`config.mk`:
```
export PLATFORM = sky130hd
export DESIGN_NAME = pcw_front
export DESIGN_NICKNAME = d
export VERILOG_FILES = /design/src/sv/pcw_pkg.sv /design/src/sv/pcw_front.sv
export SDC_FILE = /design/constraint.sdc
export NUM_CORES = 1
export LEC_CHECK = 0
export ABC_AREA = 1
export BUFFER_PORTS_ARGS = -buffer_cell sky130_fd_sc_hd__buf_2
export CAP_MARGIN = 20
export CORE_AREA = 2 2 74 62
export CTS_BUF_LIST = sky130_fd_sc_hd__clkbuf_4 sky130_fd_sc_hd__clkbuf_8
export CTS_CLUSTER_DIAMETER = 80
export DETAILED_ROUTE_END_ITERATION = 8
export DIE_AREA = 0 0 76 64
export GPL_TIMING_DRIVEN = 0
export PLACE_DENSITY_LB_ADDON = 0.2
export SLEW_MARGIN = 10
export SYNTH_ARGS = -nofsm -noshare
export SYNTH_HDL_FRONTEND = slang
export SYNTH_SLANG_ARGS = --single-unit
```
`constraint.sdc`:
```
create_clock -name clk -period 6.5 [get_ports clk]
set_input_delay 0.65 -clock clk [delete_from_list [all_inputs] [get_ports clk]]
set_output_delay 0.65 -clock clk [all_outputs]
set_load 0.005 [all_outputs]
```
`src/sv/pcw_pkg.sv`:
```
`timescale 1ns / 1ps
// Shared types and constants for the polygon convexity and winding checker.
package pcw_pkg;

	localparam int COORD_W   = 24;
	localparam int EPS_W     = 20;
	localparam int MINP_W    = 7;
	localparam int VIEW_W    = 2;
	localparam int CFG_IDX_W = 2;
	localparam int CFG_DAT_W = 20;
	localparam int ACC_W     = 61;
	localparam int QDEPTH    = 4;
	localparam int QPTR_W    = $clog2(QDEPTH);
	localparam int QCNT_W    = $clog2(QDEPTH + 1);

	localparam logic [VIEW_W-1:0] VIEW_XY = 2'd0;
	localparam logic [VIEW_W-1:0] VIEW_YZ = 2'd1;
	localparam logic [VIEW_W-1:0] VIEW_XZ = 2'd2;

	localparam logic [CFG_IDX_W-1:0] CFG_VIEW_PLANE    = 2'd0;
	localparam logic [CFG_IDX_W-1:0] CFG_CROSS_EPSILON = 2'd1;
	localparam logic [CFG_IDX_W-1:0] CFG_MIN_POINTS    = 2'd2;

	localparam logic [VIEW_W-1:0] VIEW_RESET = VIEW_XY;
	localparam logic [EPS_W-1:0]  EPS_RESET  = 20'd66;
	localparam logic [MINP_W-1:0] MINP_RESET = 7'd3;

	// Position of a vertex within its polygon
	typedef enum logic [1:0] {
		CLS_FIRST  = 2'd0,
		CLS_SECOND = 2'd1,
		CLS_MORE   = 2'd2
	} pcw_cls_t;

	typedef struct packed {
		logic signed [COORD_W-1:0] a;
		logic signed [COORD_W-1:0] b;
	} pcw_pt_t;

	typedef struct packed {
		pcw_pt_t  pt;
		pcw_cls_t cls;
		logic     last;
		logic     too_few;
	} pcw_vtx_t;

	typedef struct packed {
		logic [VIEW_W-1:0] view_plane;
		logic [EPS_W-1:0]  cross_epsilon;
		logic [MINP_W-1:0] min_points;
	} pcw_cfg_t;

endpackage

```
`src/sv/pcw_front.sv`:
```
`timescale 1ns / 1ps
// Front end: accepts vertex beats, picks the drawing plane and classifies each vertex.
module pcw_front #(
	parameter int MAX_VERTICES = 1023
) (
	input  logic                           clk,
	input  logic                           arst_n,
	input  pcw_pkg::pcw_cfg_t              cfg,
	input  logic                           in_valid,
	output logic                           in_ready,
	input  logic signed [pcw_pkg::COORD_W-1:0] coord_x,
	input  logic signed [pcw_pkg::COORD_W-1:0] coord_y,
	input  logic signed [pcw_pkg::COORD_W-1:0] coord_z,
	input  logic                           last_vertex,
	output logic                           push_valid,
	input  logic                           push_ready,
	output pcw_pkg::pcw_vtx_t              push_data
);

	localparam int CNT_W = $clog2(MAX_VERTICES + 1);
	localparam int CMP_W = (CNT_W > pcw_pkg::MINP_W) ? CNT_W : pcw_pkg::MINP_W;
	localparam logic [CNT_W-1:0] CNT_MAX = CNT_W'(MAX_VERTICES);

	logic [CNT_W-1:0] count_q;
	logic [CNT_W-1:0] count_inc;
	logic             accept;

	assign in_ready   = push_ready;
	assign push_valid = in_valid;
	assign accept     = in_valid && push_ready;

	// saturating count including this vertex
	assign count_inc = (count_q < CNT_MAX) ? count_q + CNT_W'(1) : count_q;

	always_comb begin
		push_data = '0;
		unique case (cfg.view_plane)
			pcw_pkg::VIEW_YZ: begin
				push_data.pt.a = coord_y;
				push_data.pt.b = coord_z;
			end
			pcw_pkg::VIEW_XZ: begin
				push_data.pt.a = coord_x;
				push_data.pt.b = coord_z;
			end
			default: begin
				push_data.pt.a = coord_x;
				push_data.pt.b = coord_y;
			end
		endcase
		if (count_q == '0) begin
			push_data.cls = pcw_pkg::CLS_FIRST;
		end else if (count_q == CNT_W'(1)) begin
			push_data.cls = pcw_pkg::CLS_SECOND;
		end else begin
			push_data.cls = pcw_pkg::CLS_MORE;
		end
		push_data.last    = last_vertex;
		push_data.too_few = CMP_W'(count_inc) < CMP_W'(cfg.min_points);
	end

	always_ff @(posedge clk or negedge arst_n) begin
		if (!arst_n) begin
			count_q <= '0;
		end else if (accept) begin
			count_q <= last_vertex ? '0 : count_inc;
		end
	end

	a_count_bound: assert property (@(posedge clk) disable iff (!arst_n)
		count_q <= CNT_MAX)
		else $error("vertex count above saturation limit");

endmodule

```
==> reports/results.ini <==
[status]
outcome=finished clean

[worst_setup_path]
cp-end-kind=primary output
critical-path-top-delay-family=simple AND/OR/NAND/NOR gates
cp-start-kind=flip-flop
path_buf_inv=4
regToRegStartpoint=count_q[0]$_DFFE_PN0P_
worst-setup-path-type=reg -> out
crit_fanout=10
cp-startpoint=count_q[0]$_DFFE_PN0P_
critPathSlowestCell=dfrtp_1
cp_data_arrival_time_ns=2.54
required_ns=5.85
path_cells=ha_1, inv_1, nor2_4, nand3_4, inv_2, or2_2, o21ai_0, inv_1, ha_1, a21oi_1, nor2_1, nor2_1, buf_2
slowest_delay_ns=0.44

[synthesis]
syn_inst=276
synth.avg_cell_area_sq_um=5.830
synth_cell_type_count=29
synth.net_count=393
yosysWarningCount=0
syn_area_sq_um=1609
ys_seq_area_share_pct=15.55
synth_seq_cells=10

[die]
fp-row-count=21
die_h_um=64
core_region_area_sq_um=4073
io_pins=160
die_w_um=76
initial_core_util_pct=39.51
die-area_sq_um=4864

[place]
hpwl_um=4940
dp.cells=472
place.port_buffers=139
dpl_cell_area_sq_um=2376
place_congestion=0.8966

[finish]
final_common_cell=buf_2
nNetsFinal=537
num_antenna_cells=0
fin_cells=475
regMostFlops=count_q
layout_common_cells=buf_2 (142), o21ai_0 (81), inv_1 (52)
largest_register_ffs=10
reg_top3=count_q (10)
seqCellArea_sq_um=250.2
fillers=421
multi_input_area_sq_um=1077
final_cell_area_sq_um=2417
drive_gt1_share_pct=38.52
post-route-util_pct=59.35
syn2layout_area_growth_pct=50.23

[drt]
via_per_inst=5.004
vias=2377
ant_nets=0
drt_iter0_drc=114
postRouteWirelength_um=6018
dr.pass1.iters=4
drc_errors=0
wire_per_inst_um=12.67

[power]
peakVddDrop_v=0.00009940
power_density_nw_per_um2=120.0
total_leakage_power_uw=0.001372

[grt]
grt_use_total_pct=24.04
grt_max_degree=11
grt_pass1_wl_um=9770
grt_overflow_total=0
antenna_found_initial=0
grt_pass1_vias=2183

[sta]
finalHoldViolCount=0
period_share_pct=49.09
setup-tns-final_ns=0
finalClockSkew_ns=0.003742
fin_hold_ws_ns=0.2601
setup_viol_count_final=0
finalMaxSlewViolations=0
max_freq_mhz=313.4
grt_setup_unrepaired=false
layout_min_cycle_time_ns=3.191
tightest_slew_ns=0.4965
slew_headroom_pct=66.90

[clocking]
clkTransAtPathRegs_ns=0.05
cts_resized=0
clk_path_buf_depth=2
cts_tree=yes
root_buffer=clkbuf_8
cts_buffers=3
ctsHoldBuffers=0
clkLatencyLatePin_ns=0.24
cts_num_sinks=10
h-tree-depth=1
postCtsSetupBuffers=0

[min_path]
holdCritPathClass=in -> async

[job]
maxCapViolations=0

[final cells by class]
| class | count | area share (%) |
|---|---|---|
| inverters | 54 | 8.385 |
| repair buffers | 139 | 28.78 |
| plain buffers | 17 | 3.261 |
| clock buffers | 3 | 1.708 |
| multi-input cells | 195 | 44.57 |
| well taps | 57 | 2.950 |
| flip-flops and latches | 10 | 10.35 |
[power breakdown]
| part | switching, uW | leakage (uW) | internal, uW | total [uW] |
|---|---|---|---|---|
| Sequential | 4.65 | 0.000137 | 65.6 | 70.3 |
| Combinational | 82.3 | 0.00121 | 71.9 | 154 |
| Clock | 25.0 | 0.0000216 | 40.6 | 65.6 |
| Total | 112 | 0.00137 | 178 | 290 |
[per-stage QoR]
| step | setup slack [ns] | power (uW) |
|---|---|---|
| 3_3_place_gp | 3.547 | 222.0 |
| 4_1_cts | 3.296 | 291.9 |
| 3_5_place_dp | 3.509 | 225.1 |
| 2_1_floorplan | 3.923 | 146.5 |
| 6_report | 3.309 | 290.1 |
| 5_1_grt | 3.066 | 316.5 |
[worst register-to-register path: cells and delay by family, from the launching register on]
family,cells,cell delay [ns]
buffers and inverters,2,0.22
DFF,1,0.44
AOI/OAI and AO/OA,2,0.22
adders and majority gates,1,0.24
and+or+nand+nor,3,0.48
[metal layers]
layer | share of wire (%) | global-route usage, % | up-vias | wire length, um
met5 | 0 | 0 | - | 0
met4 | 0.56 | 4.318 | 0 | 34
met3 | 6.7 | 3.249 | 5 | 403
met2 | 49 | 44.42 | 98 | 2945
met1 | 44 | 30.34 | 1071 | 2635
li1 | - | - | 1203 | -
[cells by family (layout without fill, tap and decap cells)]
| group | after synthesis | in the layout | share of synthesized area, % |
|---|---|---|---|
| compound gates | 91 | 91 | 29.08 |
| xor+xnor | 3 | 3 | 1.633 |
| fa+ha+maj | 11 | 11 | 8.554 |
| buf+inv | 71 | 213 | 17.50 |
| flops | 10 | 10 | 15.55 |
| simple gates | 90 | 90 | 27.68 |
[worst paths after layout]
check	endpoint	slack, ns	depth (start not counted)
worst max-delay path	push_data[0]	3.31	13
worst min-delay path	count_q[1]$_DFFE_PN0P_	0.26	1
worst max register to register	count_q[1]$_DFFE_PN0P_	4.77	8
worst min register to register	count_q[4]$_DFFE_PN0P_	0.62	2
max in group asynchronous	count_q[6]$_DFFE_PN0P_	6.05	1
min in group clk	count_q[4]$_DFFE_PN0P_	0.62	2
[cells in the mapped netlist]
library cell / n / area share, %
nand4_1: 3 / 1.2
nor2_1: 9 / 2.1
o21ai_1: 1 / 0.31
buf_4: 3 / 1.4
clkbuf_1: 10 / 2.3
a21oi_1: 4 / 1.2
ha_1: 11 / 8.6
nor2_4: 2 / 1.4
nor4_1: 2 / 0.78
nand2_1: 31 / 7.2
o21ai_2: 1 / 0.54
buf_1: 1 / 0.23
xor2_1: 3 / 1.6
nand2_2: 1 / 0.39
nand3_2: 1 / 0.62
nor2_2: 2 / 0.78
nor3b_1: 1 / 0.47
inv_1: 52 / 12
nand3_4: 1 / 1.1
nand3_1: 32 / 10
dfrtp_1: 10 / 16
o211ai_1: 1 / 0.47
a21oi_2: 1 / 0.54
or2_2: 2 / 0.78
o22ai_1: 2 / 0.78
inv_2: 2 / 0.47
nor3_1: 3 / 0.93
buf_2: 3 / 0.93
o21ai_0: 81 / 25
(Power assumes the default switching activity.)
