===== src/sv/pcw_pkg.sv =====
`timescale 1ns / 1ps
// Shared types and constants for the polygon convexity and winding checker.
package pcw_pkg;

	localparam int COORD_W   = 24;
	localparam int EPS_W     = 20;
	localparam int MINP_W    = 7;
	localparam int VIEW_W    = 2;
	localparam int CFG_IDX_W = 2;
	localparam int CFG_DAT_W = 20;
	localparam int ACC_W     = 61;
	localparam int QDEPTH    = 4;
	localparam int QPTR_W    = $clog2(QDEPTH);
	localparam int QCNT_W    = $clog2(QDEPTH + 1);

	localparam logic [VIEW_W-1:0] VIEW_XY = 2'd0;
	localparam logic [VIEW_W-1:0] VIEW_YZ = 2'd1;
	localparam logic [VIEW_W-1:0] VIEW_XZ = 2'd2;

	localparam logic [CFG_IDX_W-1:0] CFG_VIEW_PLANE    = 2'd0;
	localparam logic [CFG_IDX_W-1:0] CFG_CROSS_EPSILON = 2'd1;
	localparam logic [CFG_IDX_W-1:0] CFG_MIN_POINTS    = 2'd2;

	localparam logic [VIEW_W-1:0] VIEW_RESET = VIEW_XY;
	localparam logic [EPS_W-1:0]  EPS_RESET  = 20'd66;
	localparam logic [MINP_W-1:0] MINP_RESET = 7'd3;

	// Position of a vertex within its polygon
	typedef enum logic [1:0] {
		CLS_FIRST  = 2'd0,
		CLS_SECOND = 2'd1,
		CLS_MORE   = 2'd2
	} pcw_cls_t;

	typedef struct packed {
		logic signed [COORD_W-1:0] a;
		logic signed [COORD_W-1:0] b;
	} pcw_pt_t;

	typedef struct packed {
		pcw_pt_t  pt;
		pcw_cls_t cls;
		logic     last;
		logic     too_few;
	} pcw_vtx_t;

	typedef struct packed {
		logic [VIEW_W-1:0] view_plane;
		logic [EPS_W-1:0]  cross_epsilon;
		logic [MINP_W-1:0] min_points;
	} pcw_cfg_t;

endpackage


===== src/sv/pcw_queue.sv =====
`timescale 1ns / 1ps
// Short vertex queue between the front end and the arithmetic back end.
module pcw_queue (
	input  logic              clk,
	input  logic              arst_n,
	input  logic              push_valid,
	output logic              push_ready,
	input  pcw_pkg::pcw_vtx_t push_data,
	output logic              pop_valid,
	input  logic              pop_ready,
	output pcw_pkg::pcw_vtx_t pop_data
);

	pcw_pkg::pcw_vtx_t                  mem_q [pcw_pkg::QDEPTH];
	logic [pcw_pkg::QPTR_W-1:0]         wr_q;
	logic [pcw_pkg::QPTR_W-1:0]         rd_q;
	logic [pcw_pkg::QCNT_W-1:0]         cnt_q;
	logic                               push;
	logic                               pop;

	assign push_ready = cnt_q != pcw_pkg::QCNT_W'(pcw_pkg::QDEPTH);
	assign pop_valid  = cnt_q != '0;
	assign pop_data   = mem_q[rd_q];
	assign push       = push_valid && push_ready;
	assign pop        = pop_valid && pop_ready;

	always_ff @(posedge clk or negedge arst_n) begin
		if (!arst_n) begin
			wr_q  <= '0;
			rd_q  <= '0;
			cnt_q <= '0;
		end else begin
			if (push) begin
				wr_q <= wr_q + pcw_pkg::QPTR_W'(1);
			end
			if (pop) begin
				rd_q <= rd_q + pcw_pkg::QPTR_W'(1);
			end
			if (push && !pop) begin
				cnt_q <= cnt_q + pcw_pkg::QCNT_W'(1);
			end else if (pop && !push) begin
				cnt_q <= cnt_q - pcw_pkg::QCNT_W'(1);
			end
		end
	end

	always_ff @(posedge clk) begin
		if (push) begin
			mem_q[wr_q] <= push_data;
		end
	end

	a_fill_bound: assert property (@(posedge clk) disable iff (!arst_n)
		cnt_q <= pcw_pkg::QCNT_W'(pcw_pkg::QDEPTH))
		else $error("queue fill count above depth");

endmodule


===== config.mk =====
export PLATFORM = sky130hd
export DESIGN_NAME = pcw_queue
export DESIGN_NICKNAME = d
export VERILOG_FILES = /design/src/sv/pcw_pkg.sv /design/src/sv/pcw_queue.sv
export SDC_FILE = /design/constraint.sdc
export NUM_CORES = 1
export LEC_CHECK = 0
export BUFFER_PORTS_ARGS = -buffer_cell sky130_fd_sc_hd__buf_2
export CAP_MARGIN = 20
export CORE_MARGIN = 4
export CORE_UTILIZATION = 40
export DETAILED_ROUTE_END_ITERATION = 6
export PLACE_DENSITY = 0.64
export SLEW_MARGIN = 20
export SYNTH_ARGS = -nofsm -noshare
export SYNTH_HDL_FRONTEND = slang
export SYNTH_SLANG_ARGS = --single-unit

===== constraint.sdc =====
create_clock -name clk -period 2.3 [get_ports clk]
set_input_delay 0.115 -clock clk [delete_from_list [all_inputs] [get_ports clk]]
set_output_delay 0.115 -clock clk [all_outputs]
set_load 0.005 [all_outputs]

==> Flow_metrics.wiki, run 1 <==
{| class="wikitable"
! Metric !! Value
|-
| Setup slack of the most critical reg-to-reg path || about 0.18 ns
|-
| Number of antenna violations at the first check in global routing || 1
|-
| Worst slew pin tran || 0.409 ns
|-
| Die Y-Extent || about 150 um
|-
| Number of library cell types mapped by synthesis || 19
|-
| Nets in the synthesized netlist || roughly 370
|-
| Post-detailed-route via-to-cell ratio || about 4.8
|-
| Syn Std Cell Area || 7980 sq um
|-
| Max-capacitance violation count || 0
|-
| Grt ovf || 0
|-
| Startpoint kind of the worst setup timing path || flip-flop
|-
| CTS Buf Count || 22
|-
| Power per standard cell area || 1200 nW/um^2
|-
| Horiz. Die Dim || 149 um
|-
| CP max stage cell || sky130_fd_sc_hd__dfrtp_1
|-
| Cts repair resizes || 0
|-
| Detailed Route Iter0 Violations || 174
|-
| Placer Congestion || around 0.74
|-
| Highest-count cells in the layout ignoring fill and taps || sky130_fd_sc_hd__edfxtp_1, sky130_fd_sc_hd__buf_2, sky130_fd_sc_hd__dlygate4sd3_1
|-
| Crit path DAT || ~2.5 ns
|-
| CTS Hold Buffers Added || 55
|-
| Root Buffer || sky130_fd_sc_hd__clkbuf_16
|-
| Relative slew slack || between 70 and 80%
|-
| Clock transition time at the flip-flop clock pins of the worst setup and hold paths || 0.06 ns
|-
| I/O Buffers || roughly 110
|-
| Cells along the critical path || or3_1, nand2_1, ha_1, inv_1, fa_1, xor2_1, nor2_1, xor2_1
|-
| Req. time, crit path || around 2.7 ns
|-
| Sequential fraction of the synthesis area || 80.5%
|-
| Critical path endpoint || cnt_q[2]
|-
| Layout cells sized above 1 || between 40% and 50%
|-
| TritonCTS sink count || ~220
|-
| Commonest non-fill, non-tap cell in the layout || sky130_fd_sc_hd__edfxtp_1
|-
| Yosys Warn Count || 0
|-
| Final number of setup-violating endpoints || 0
|-
| Worst setup EP type || flip-flop
|-
| Mean post-synth cell area || about 26 sq um
|-
| Dominant cells by area after synthesis || sky130_fd_sc_hd__edfxtp_1, sky130_fd_sc_hd__mux4_2, sky130_fd_sc_hd__dfrtp_1
|-
| Aggregate negative setup slack || 0 ns
|-
| Worst hold path type || primary input to flip-flop
|-
| Vias after detailed routing || roughly 3700
|-
| All-layer global routing usage || 13.0%
|-
| Depth of the most critical reg-to-reg path || 8
|-
| Die area || 22300 sq um
|-
| CP Max Fanout || 4
|-
| Worst Setup SP || cnt_q[1]
|-
| Max Freq || 472 MHz
|-
| Run status || complete, no violations
|-
| # rows || 51
|-
| Top Ports || 110
|-
| Synthesized instance count || 307
|-
| TritonCTS clock tree || yes
|-
| Maximum clock path buffer count || 3
|-
| DRC errors left || 0
|-
| Post-layout minimum cycle time || about 2.1 ns
|-
| IR drop worst, VDD || 0.000769 V
|-
| Unrepaired setup endpoints after global routing || false
|-
| Reg-to-Reg Start || cnt_q[1]
|-
| Core region area || between 15000 and 20000 sq um
|-
| Hold path startpoint || push_valid
|-
| Final Hold Vio Count || 0
|-
| Iteration count of the initial detailed-routing pass || 4
|-
| Worst Hold Depth || 4
|-
| Via count of the first global-routing pass || 4112
|-
| Number of pins exceeding their max-slew limit in the final report || 0
|-
| Largest net degree at the start of global routing || 29
|-
| Worst skew pair latency || around 0.48 ns
|-
| Number of synthesized register bits || 215
|-
| Cell repeated most along the worst path || sky130_fd_sc_hd__xor2_1
|-
| # nets final || 562
|-
| Number of setup buffers added after CTS || 0
|-
| Depth of the CTS H-tree || 1
|-
| First-pass GRT wire length || 22.5 mm
|-
| Portion of the clock cycle consumed by the worst path in the final layout || 92.2%
|-
| LEAKAGE || 0.00355 uW
|-
| Cell type contributing the most total cell area after synthesis || sky130_fd_sc_hd__edfxtp_1
|-
| Total design power || 12300 uW
|-
| DRT antenna net count || 0
|-
| Area fraction of the dominant cell type after synthesis || ~78%
|-
| Setup CP Type || flip-flop to flip-flop
|-
| Routed length per placed instance || 18.0 um
|-
| Largest clock skew in the final design || 0.00727 ns
|-
| Critical Path Max Stage Delay || 0.42 ns
|-
| Crit Reg-Reg Endpoint || cnt_q[2]
|-
| Overall routed net length || approximately 14 mm
|-
| Initial Util || between 40% and 50%
|-
| Detail Placement HPWL || 8.85 mm
|-
| Synthesis-to-layout area growth || 27.8%
|}
cells by family after synthesis:
| group | Yosys count | share of synthesized area, % |
|---|---|---|
| flops | 215 | 80.5 |
| mux | 54 | 15.1 |
| buf+inv | 15 | 1.91 |
| simple gates | 10 | 0.643 |
| xor+xnor | 6 | 0.659 |
| fa+ha+maj | 6 | 1.03 |
| compound gates | 1 | 0.141 |
how the worst min path moves through the flow:
stage,endpoint,slack (ns)
floorplan,cnt_q[0],-0.18
global route,wr_q[0],0.16
finish,wr_q[0],0.16
global placement,cnt_q[0],-0.05
detailed placement,cnt_q[1],-0.04
CTS,wr_q[0],0.14
through the flow:
step / worst slack [ns] / area [sq um] / instances / utilization [%] / hold slack [ns]
finish: 0.180 / 10200 / 782 / 52.2 / 0.158
global route: 0.0401 / 10200 / 781 / 52.2 / 0.162
CTS: 0.155 / 10200 / 781 / 52.2 / 0.138
detailed placement: 0.177 / 8940 / 686 / 45.8 / -0.0429
global placement: 0.272 / 8940 / 686 / 45.8 / -0.0494
floorplan: 0.304 / 7990 / 307 / - / -0.181
critical path, delay by kind of cell (launching register included):
kind / cells / cell delay (ns)
buffers and inverters: 1 / 0.06
adders and majority gates: 2 / 0.58
and+or+nand+nor: 3 / 0.65
DFF: 1 / 0.42
xor gates and xnor gates: 2 / 0.34
area by class of cell:
class	instances	area (sq um)
fill	1564	9330
sequential	215	6430
multi-input combinational	77	1410
timing repair buffer	181	1310
clock buffer	27	591
tap	265	332
clock inverter	13	111
inverter	3	11.3
antenna	1	2.50
where the power goes:
part           internal [uW]  switching (uW)
Clock                   2040            1340
Sequential              5190             193
Combinational           1800            1690
Total                   9030            3220
cell usage after synthesis, drive strengths merged:
cell type    n
nand2        2
buf         12
dfrtp        7
nor2         2
fa           1
or3          1
ha           5
inv          3
xnor2        4
mux2         2
a21boi       1
nand3        1
edfxtp     208
and2         4
mux4        52
xor2         2
layer usage:
metal	vias to the layer above	GRT usage (%)	wire length (um)
met3	15	3.04	803
li1	1706	-	-
met1	1904	17.4	6020
met5	-	0	0
met4	0	3.34	180
met2	90	21.8	7110
registers in the layout (all words and copies together), names as in the netlist:
register and flops:
mem_q 208, cnt_q 3, rd_q 2, wr_q 2
No activity file was read; power rests on OpenSTA's default activity.
==> run 2, diff against run 1 <==
--- a/config.mk
+++ b/config.mk
@@ -7,10 +7,13 @@
 export LEC_CHECK = 0
 export BUFFER_PORTS_ARGS = -buffer_cell sky130_fd_sc_hd__buf_2
 export CAP_MARGIN = 20
+export CELL_PAD_IN_SITES_DETAIL_PLACEMENT = 0
+export CELL_PAD_IN_SITES_GLOBAL_PLACEMENT = 2
 export CORE_MARGIN = 4
 export CORE_UTILIZATION = 40
 export DETAILED_ROUTE_END_ITERATION = 6
-export PLACE_DENSITY = 0.64
+export PLACE_DENSITY = 0.77
+export SETUP_SLACK_MARGIN = 0.1
 export SLEW_MARGIN = 20
 export SYNTH_ARGS = -nofsm -noshare
 export SYNTH_HDL_FRONTEND = slang
==> run 2 against run 1 <==
Largest power group unchanged. Die area unchanged. First-iteration DRC count decreased by 4.0%. Combinational power increased by 6.0%.
==> Flow_metrics.wiki, run 2 (synthesis gave the netlist of run 1 again) <==
{| class="wikitable"
! Metric !! Value
|-
| Aggregate negative setup slack || 0 ns (unchanged)
|-
| M3 GR Usage || 3.04% (unchanged)
|-
| Synthesis-to-layout area growth || 28.9%
|-
| Max Freq || 474 MHz (+0.58%)
|-
| Max-capacitance violation count || 0 (unchanged)
|-
| IR drop worst, VDD || 0.000647 V (-16%)
|-
| Max FFs per register || 208 (unchanged)
|-
| Reg area || 6430 sq um (about the same)
|-
| Number of pins exceeding their max-slew limit in the final report || 0 (unchanged)
|-
| Post-layout minimum cycle time || 2.11 ns (-0.0123 ns)
|-
| TritonCTS clock tree || yes
|-
| Portion of the clock cycle consumed by the worst path in the final layout || 91.7% (-0.54 points)
|-
| Met2 Resource Use GR || 23.2% (+1.4 points)
|-
| Sequential fraction of design power || 42.8% (-1.1 points)
|-
| Maximum clock path buffer count || 3 (unchanged)
|-
| CTS Buf Count || 23 (+4.5%)
|-
| Setup CP Type || flip-flop to flip-flop
|-
| Overall routed net length || 14.6 mm (+3.6%)
|-
| Root Buffer || sky130_fd_sc_hd__clkbuf_16
|-
| Ant diodes || 0 (-1)
|-
| Via count of the first global-routing pass || 4242 (+3.2%)
|-
| Top Usage Layer GRT || met2
|-
| Post-route design area || 10300 sq um (+0.90%)
|-
| Crit path DAT || 2.52 ns (about the same)
|-
| Largest net degree at the start of global routing || 38 (+31%)
|-
| Cells along the critical path || or3_4, nand2_1, ha_2, inv_1, fa_1, xor2_1, nor2_1, xor2_1
|-
| Run status || complete, no violations
|-
| Largest clock skew in the final design || 0.0127 ns (+0.00542 ns)
|-
| Cell repeated most along the worst path || sky130_fd_sc_hd__xor2_1
|-
| # nets final || 566 (+0.71%)
|-
| Routed length per placed instance || 18.6 um (+3.4%)
|-
| Worst hold path type || primary input to flip-flop
|-
| GR met1 Demand/Resource || 17.4% (-0.070 points)
|-
| Critical Path Max Stage Delay || 0.42 ns (about the same)
|-
| Depth of the CTS H-tree || 1 (unchanged)
|-
| Top Ports || 110 (unchanged)
|-
| Commonest non-fill, non-tap cell in the layout || sky130_fd_sc_hd__edfxtp_1
|-
| Utilization after layout || 52.7% (+0.47 points)
|-
| Highest-count cells in the layout ignoring fill and taps || sky130_fd_sc_hd__edfxtp_1, sky130_fd_sc_hd__buf_2, sky130_fd_sc_hd__dlygate4sd3_1
|-
| Clk pwr share || 27.8% (+0.2 points)
|-
| Top register by number of flip-flops || mem_q
|-
| # rows || 51 (unchanged)
|-
| Die Y-Extent || 149 um (unchanged)
|-
| Cell Area, Placed || 8910 sq um (-0.31%)
|-
| Layout cells sized above 1 || 42.2% (+1.1 points)
|-
| Core region area || 19500 sq um (unchanged)
|-
| Horiz. Die Dim || 149 um (unchanged)
|-
| Req. time, crit path || 2.71 ns (about the same)
|-
| Largest registers || mem_q x208, cnt_q x3
|-
| Clock transition time at the flip-flop clock pins of the worst setup and hold paths || 0.06 ns (about the same)
|-
| Switching component of the power || 3310 uW (+2.7%)
|-
| Vias after detailed routing || 3782 (+1.8%)
|-
| Die area || 22300 sq um (unchanged)
|-
| CP Max Fanout || 4 (unchanged)
|-
| Cell internal power dissipation || 9280 uW (+2.8%)
|-
| CP max stage cell || sky130_fd_sc_hd__dfrtp_1
|-
| Total design power || 12600 uW (+2.8%)
|-
| Final Hold Vio Count || 0 (unchanged)
|-
| Worst-case hold slack || 0.164 ns (+0.00608 ns)
|-
| Detail Placement HPWL || 8.62 mm (-2.6%)
|-
| Worst skew pair latency || 0.49 ns (about the same)
|-
| All-layer global routing usage || 13.5% (+0.43 points)
|-
| Startpoint kind of the worst setup timing path || flip-flop
|-
| First-pass GRT wire length || 23.1 mm (+2.6%)
|-
| Grt ovf || 0 (unchanged)
|-
| Initial Util || 40.9% (unchanged)
|-
| I/O Buffers || 109 (unchanged)
|-
| DRC errors left || 0 (unchanged)
|-
| Net switching fraction of the power || 26.3% (about the same)
|-
| Iteration count of the initial detailed-routing pass || 4 (unchanged)
|-
| Power per standard cell area || 1220 nW/um^2 (+1.9%)
|-
| Number of antenna violations at the first check in global routing || 0 (-1)
|-
| Total of fill cells in the finished design || 1592 (+1.8%)
|-
| Post-detailed-route via-to-cell ratio || 4.82 (+1.5%)
|-
| Area of combinational cells with multiple inputs || 1420 sq um (+0.53%)
|-
| Relative slew slack || 67.9% (-4.9 points)
|-
| Unrepaired setup endpoints after global routing || false
|-
| DRT antenna net count || 0 (unchanged)
|-
| Gate power share || 29.4% (+0.9 points)
|-
| Detailed Route Iter0 Violations || 167 (-4.0%)
|-
| Placer Congestion || 0.686 (-7.1%)
|-
| TritonCTS sink count || 215 (unchanged)
|-
| Final number of setup-violating endpoints || 0 (unchanged)
|-
| LEAKAGE || 0.00359 uW (+1.2%)
|-
| Worst setup EP type || flip-flop
|-
| Setup slack of the most critical reg-to-reg path || 0.19 ns (about the same)
|-
| Worst slew pin tran || 0.482 ns (+0.0730 ns)
|}
## run 2: cell types whose count changed in the layout (fill, tap and decap cells not counted)
cell                         previous run  this run
sky130_fd_sc_hd__dfrtp_1                5         4
sky130_fd_sc_hd__buf_12                 7        10
sky130_fd_sc_hd__dfrtp_2                1         2
sky130_fd_sc_hd__clkbuf_8               0         3
sky130_fd_sc_hd__or3_4                  0         1
sky130_fd_sc_hd__diode_2                1         0
sky130_fd_sc_hd__ha_1                   5         4
sky130_fd_sc_hd__clkinv_2               2         1
sky130_fd_sc_hd__clkinv_1               7         5
sky130_fd_sc_hd__clkinvlp_4             2         1
sky130_fd_sc_hd__clkbuf_1               4         5
sky130_fd_sc_hd__or3_1                  1         0
sky130_fd_sc_hd__ha_2                   0         1
## run 2: per-stage QoR
step,setup WS (ns),cells
finish,0.192,784
CTS,0.133,784
floorplan,0.304,307
global placement,0.261,684
global route,0.0994,784
detailed placement,0.148,684
## run 2: cell type report
type | count | share of cell area [%]
clock inverters | 9 | 0.888
clock buffers | 31 | 6.18
multi-input cells | 77 | 13.8
flip-flops and latches | 215 | 62.5
repair buffers | 184 | 13.3
inverters | 3 | 0.109
well taps | 265 | 3.22
## run 2: power by group through the flow
| stage | Combinational [uW] | Sequential [uW] | Clock (uW) |
|---|---|---|---|
| after detailed placement | 3390 | 5630 | 0 |
| after CTS | 3830 | 5400 | 3600 |
| after global placement | 3380 | 5570 | 0 |
| after global routing | 4050 | 5460 | 3770 |
| final | 3700 | 5390 | 3500 |
| after floorplan | 2270 | 5400 | 0 |
## run 2: path summary, 6_finish.rpt
kind,from,to,cells past startpoint
max reg2reg,cnt_q[1],cnt_q[2],8
min,push_valid,wr_q[0],4
max,cnt_q[1],cnt_q[2],8
max in group asynchronous,arst_n,rd_q[0],3
min reg2reg,cnt_q[0],cnt_q[0],1
min in group asynchronous,arst_n,cnt_q[0],3
## run 2: repair_timing
item / in CTS / in global routing
gates resized for setup: 0 / 3
hold endpoints to repair: 217 / 0
buffers inserted: 5 / 0
setup endpoints to repair: 51 / 1
hold buffers: 55 / 0
## run 2: critical path: cells and delay by family, from the launching register on
kind	cells	cell delay, ns
simple gates	3	0.65
fa+ha+maj	2	0.58
flops	1	0.42
xor+xnor	2	0.33
buf+inv	1	0.05
## run 2: routing by layer
layer,vias up,wire (um)
li1,1707,-
met4,0,358
met3,26,746
met5,-,0
met1,1954,6190
met2,95,7330
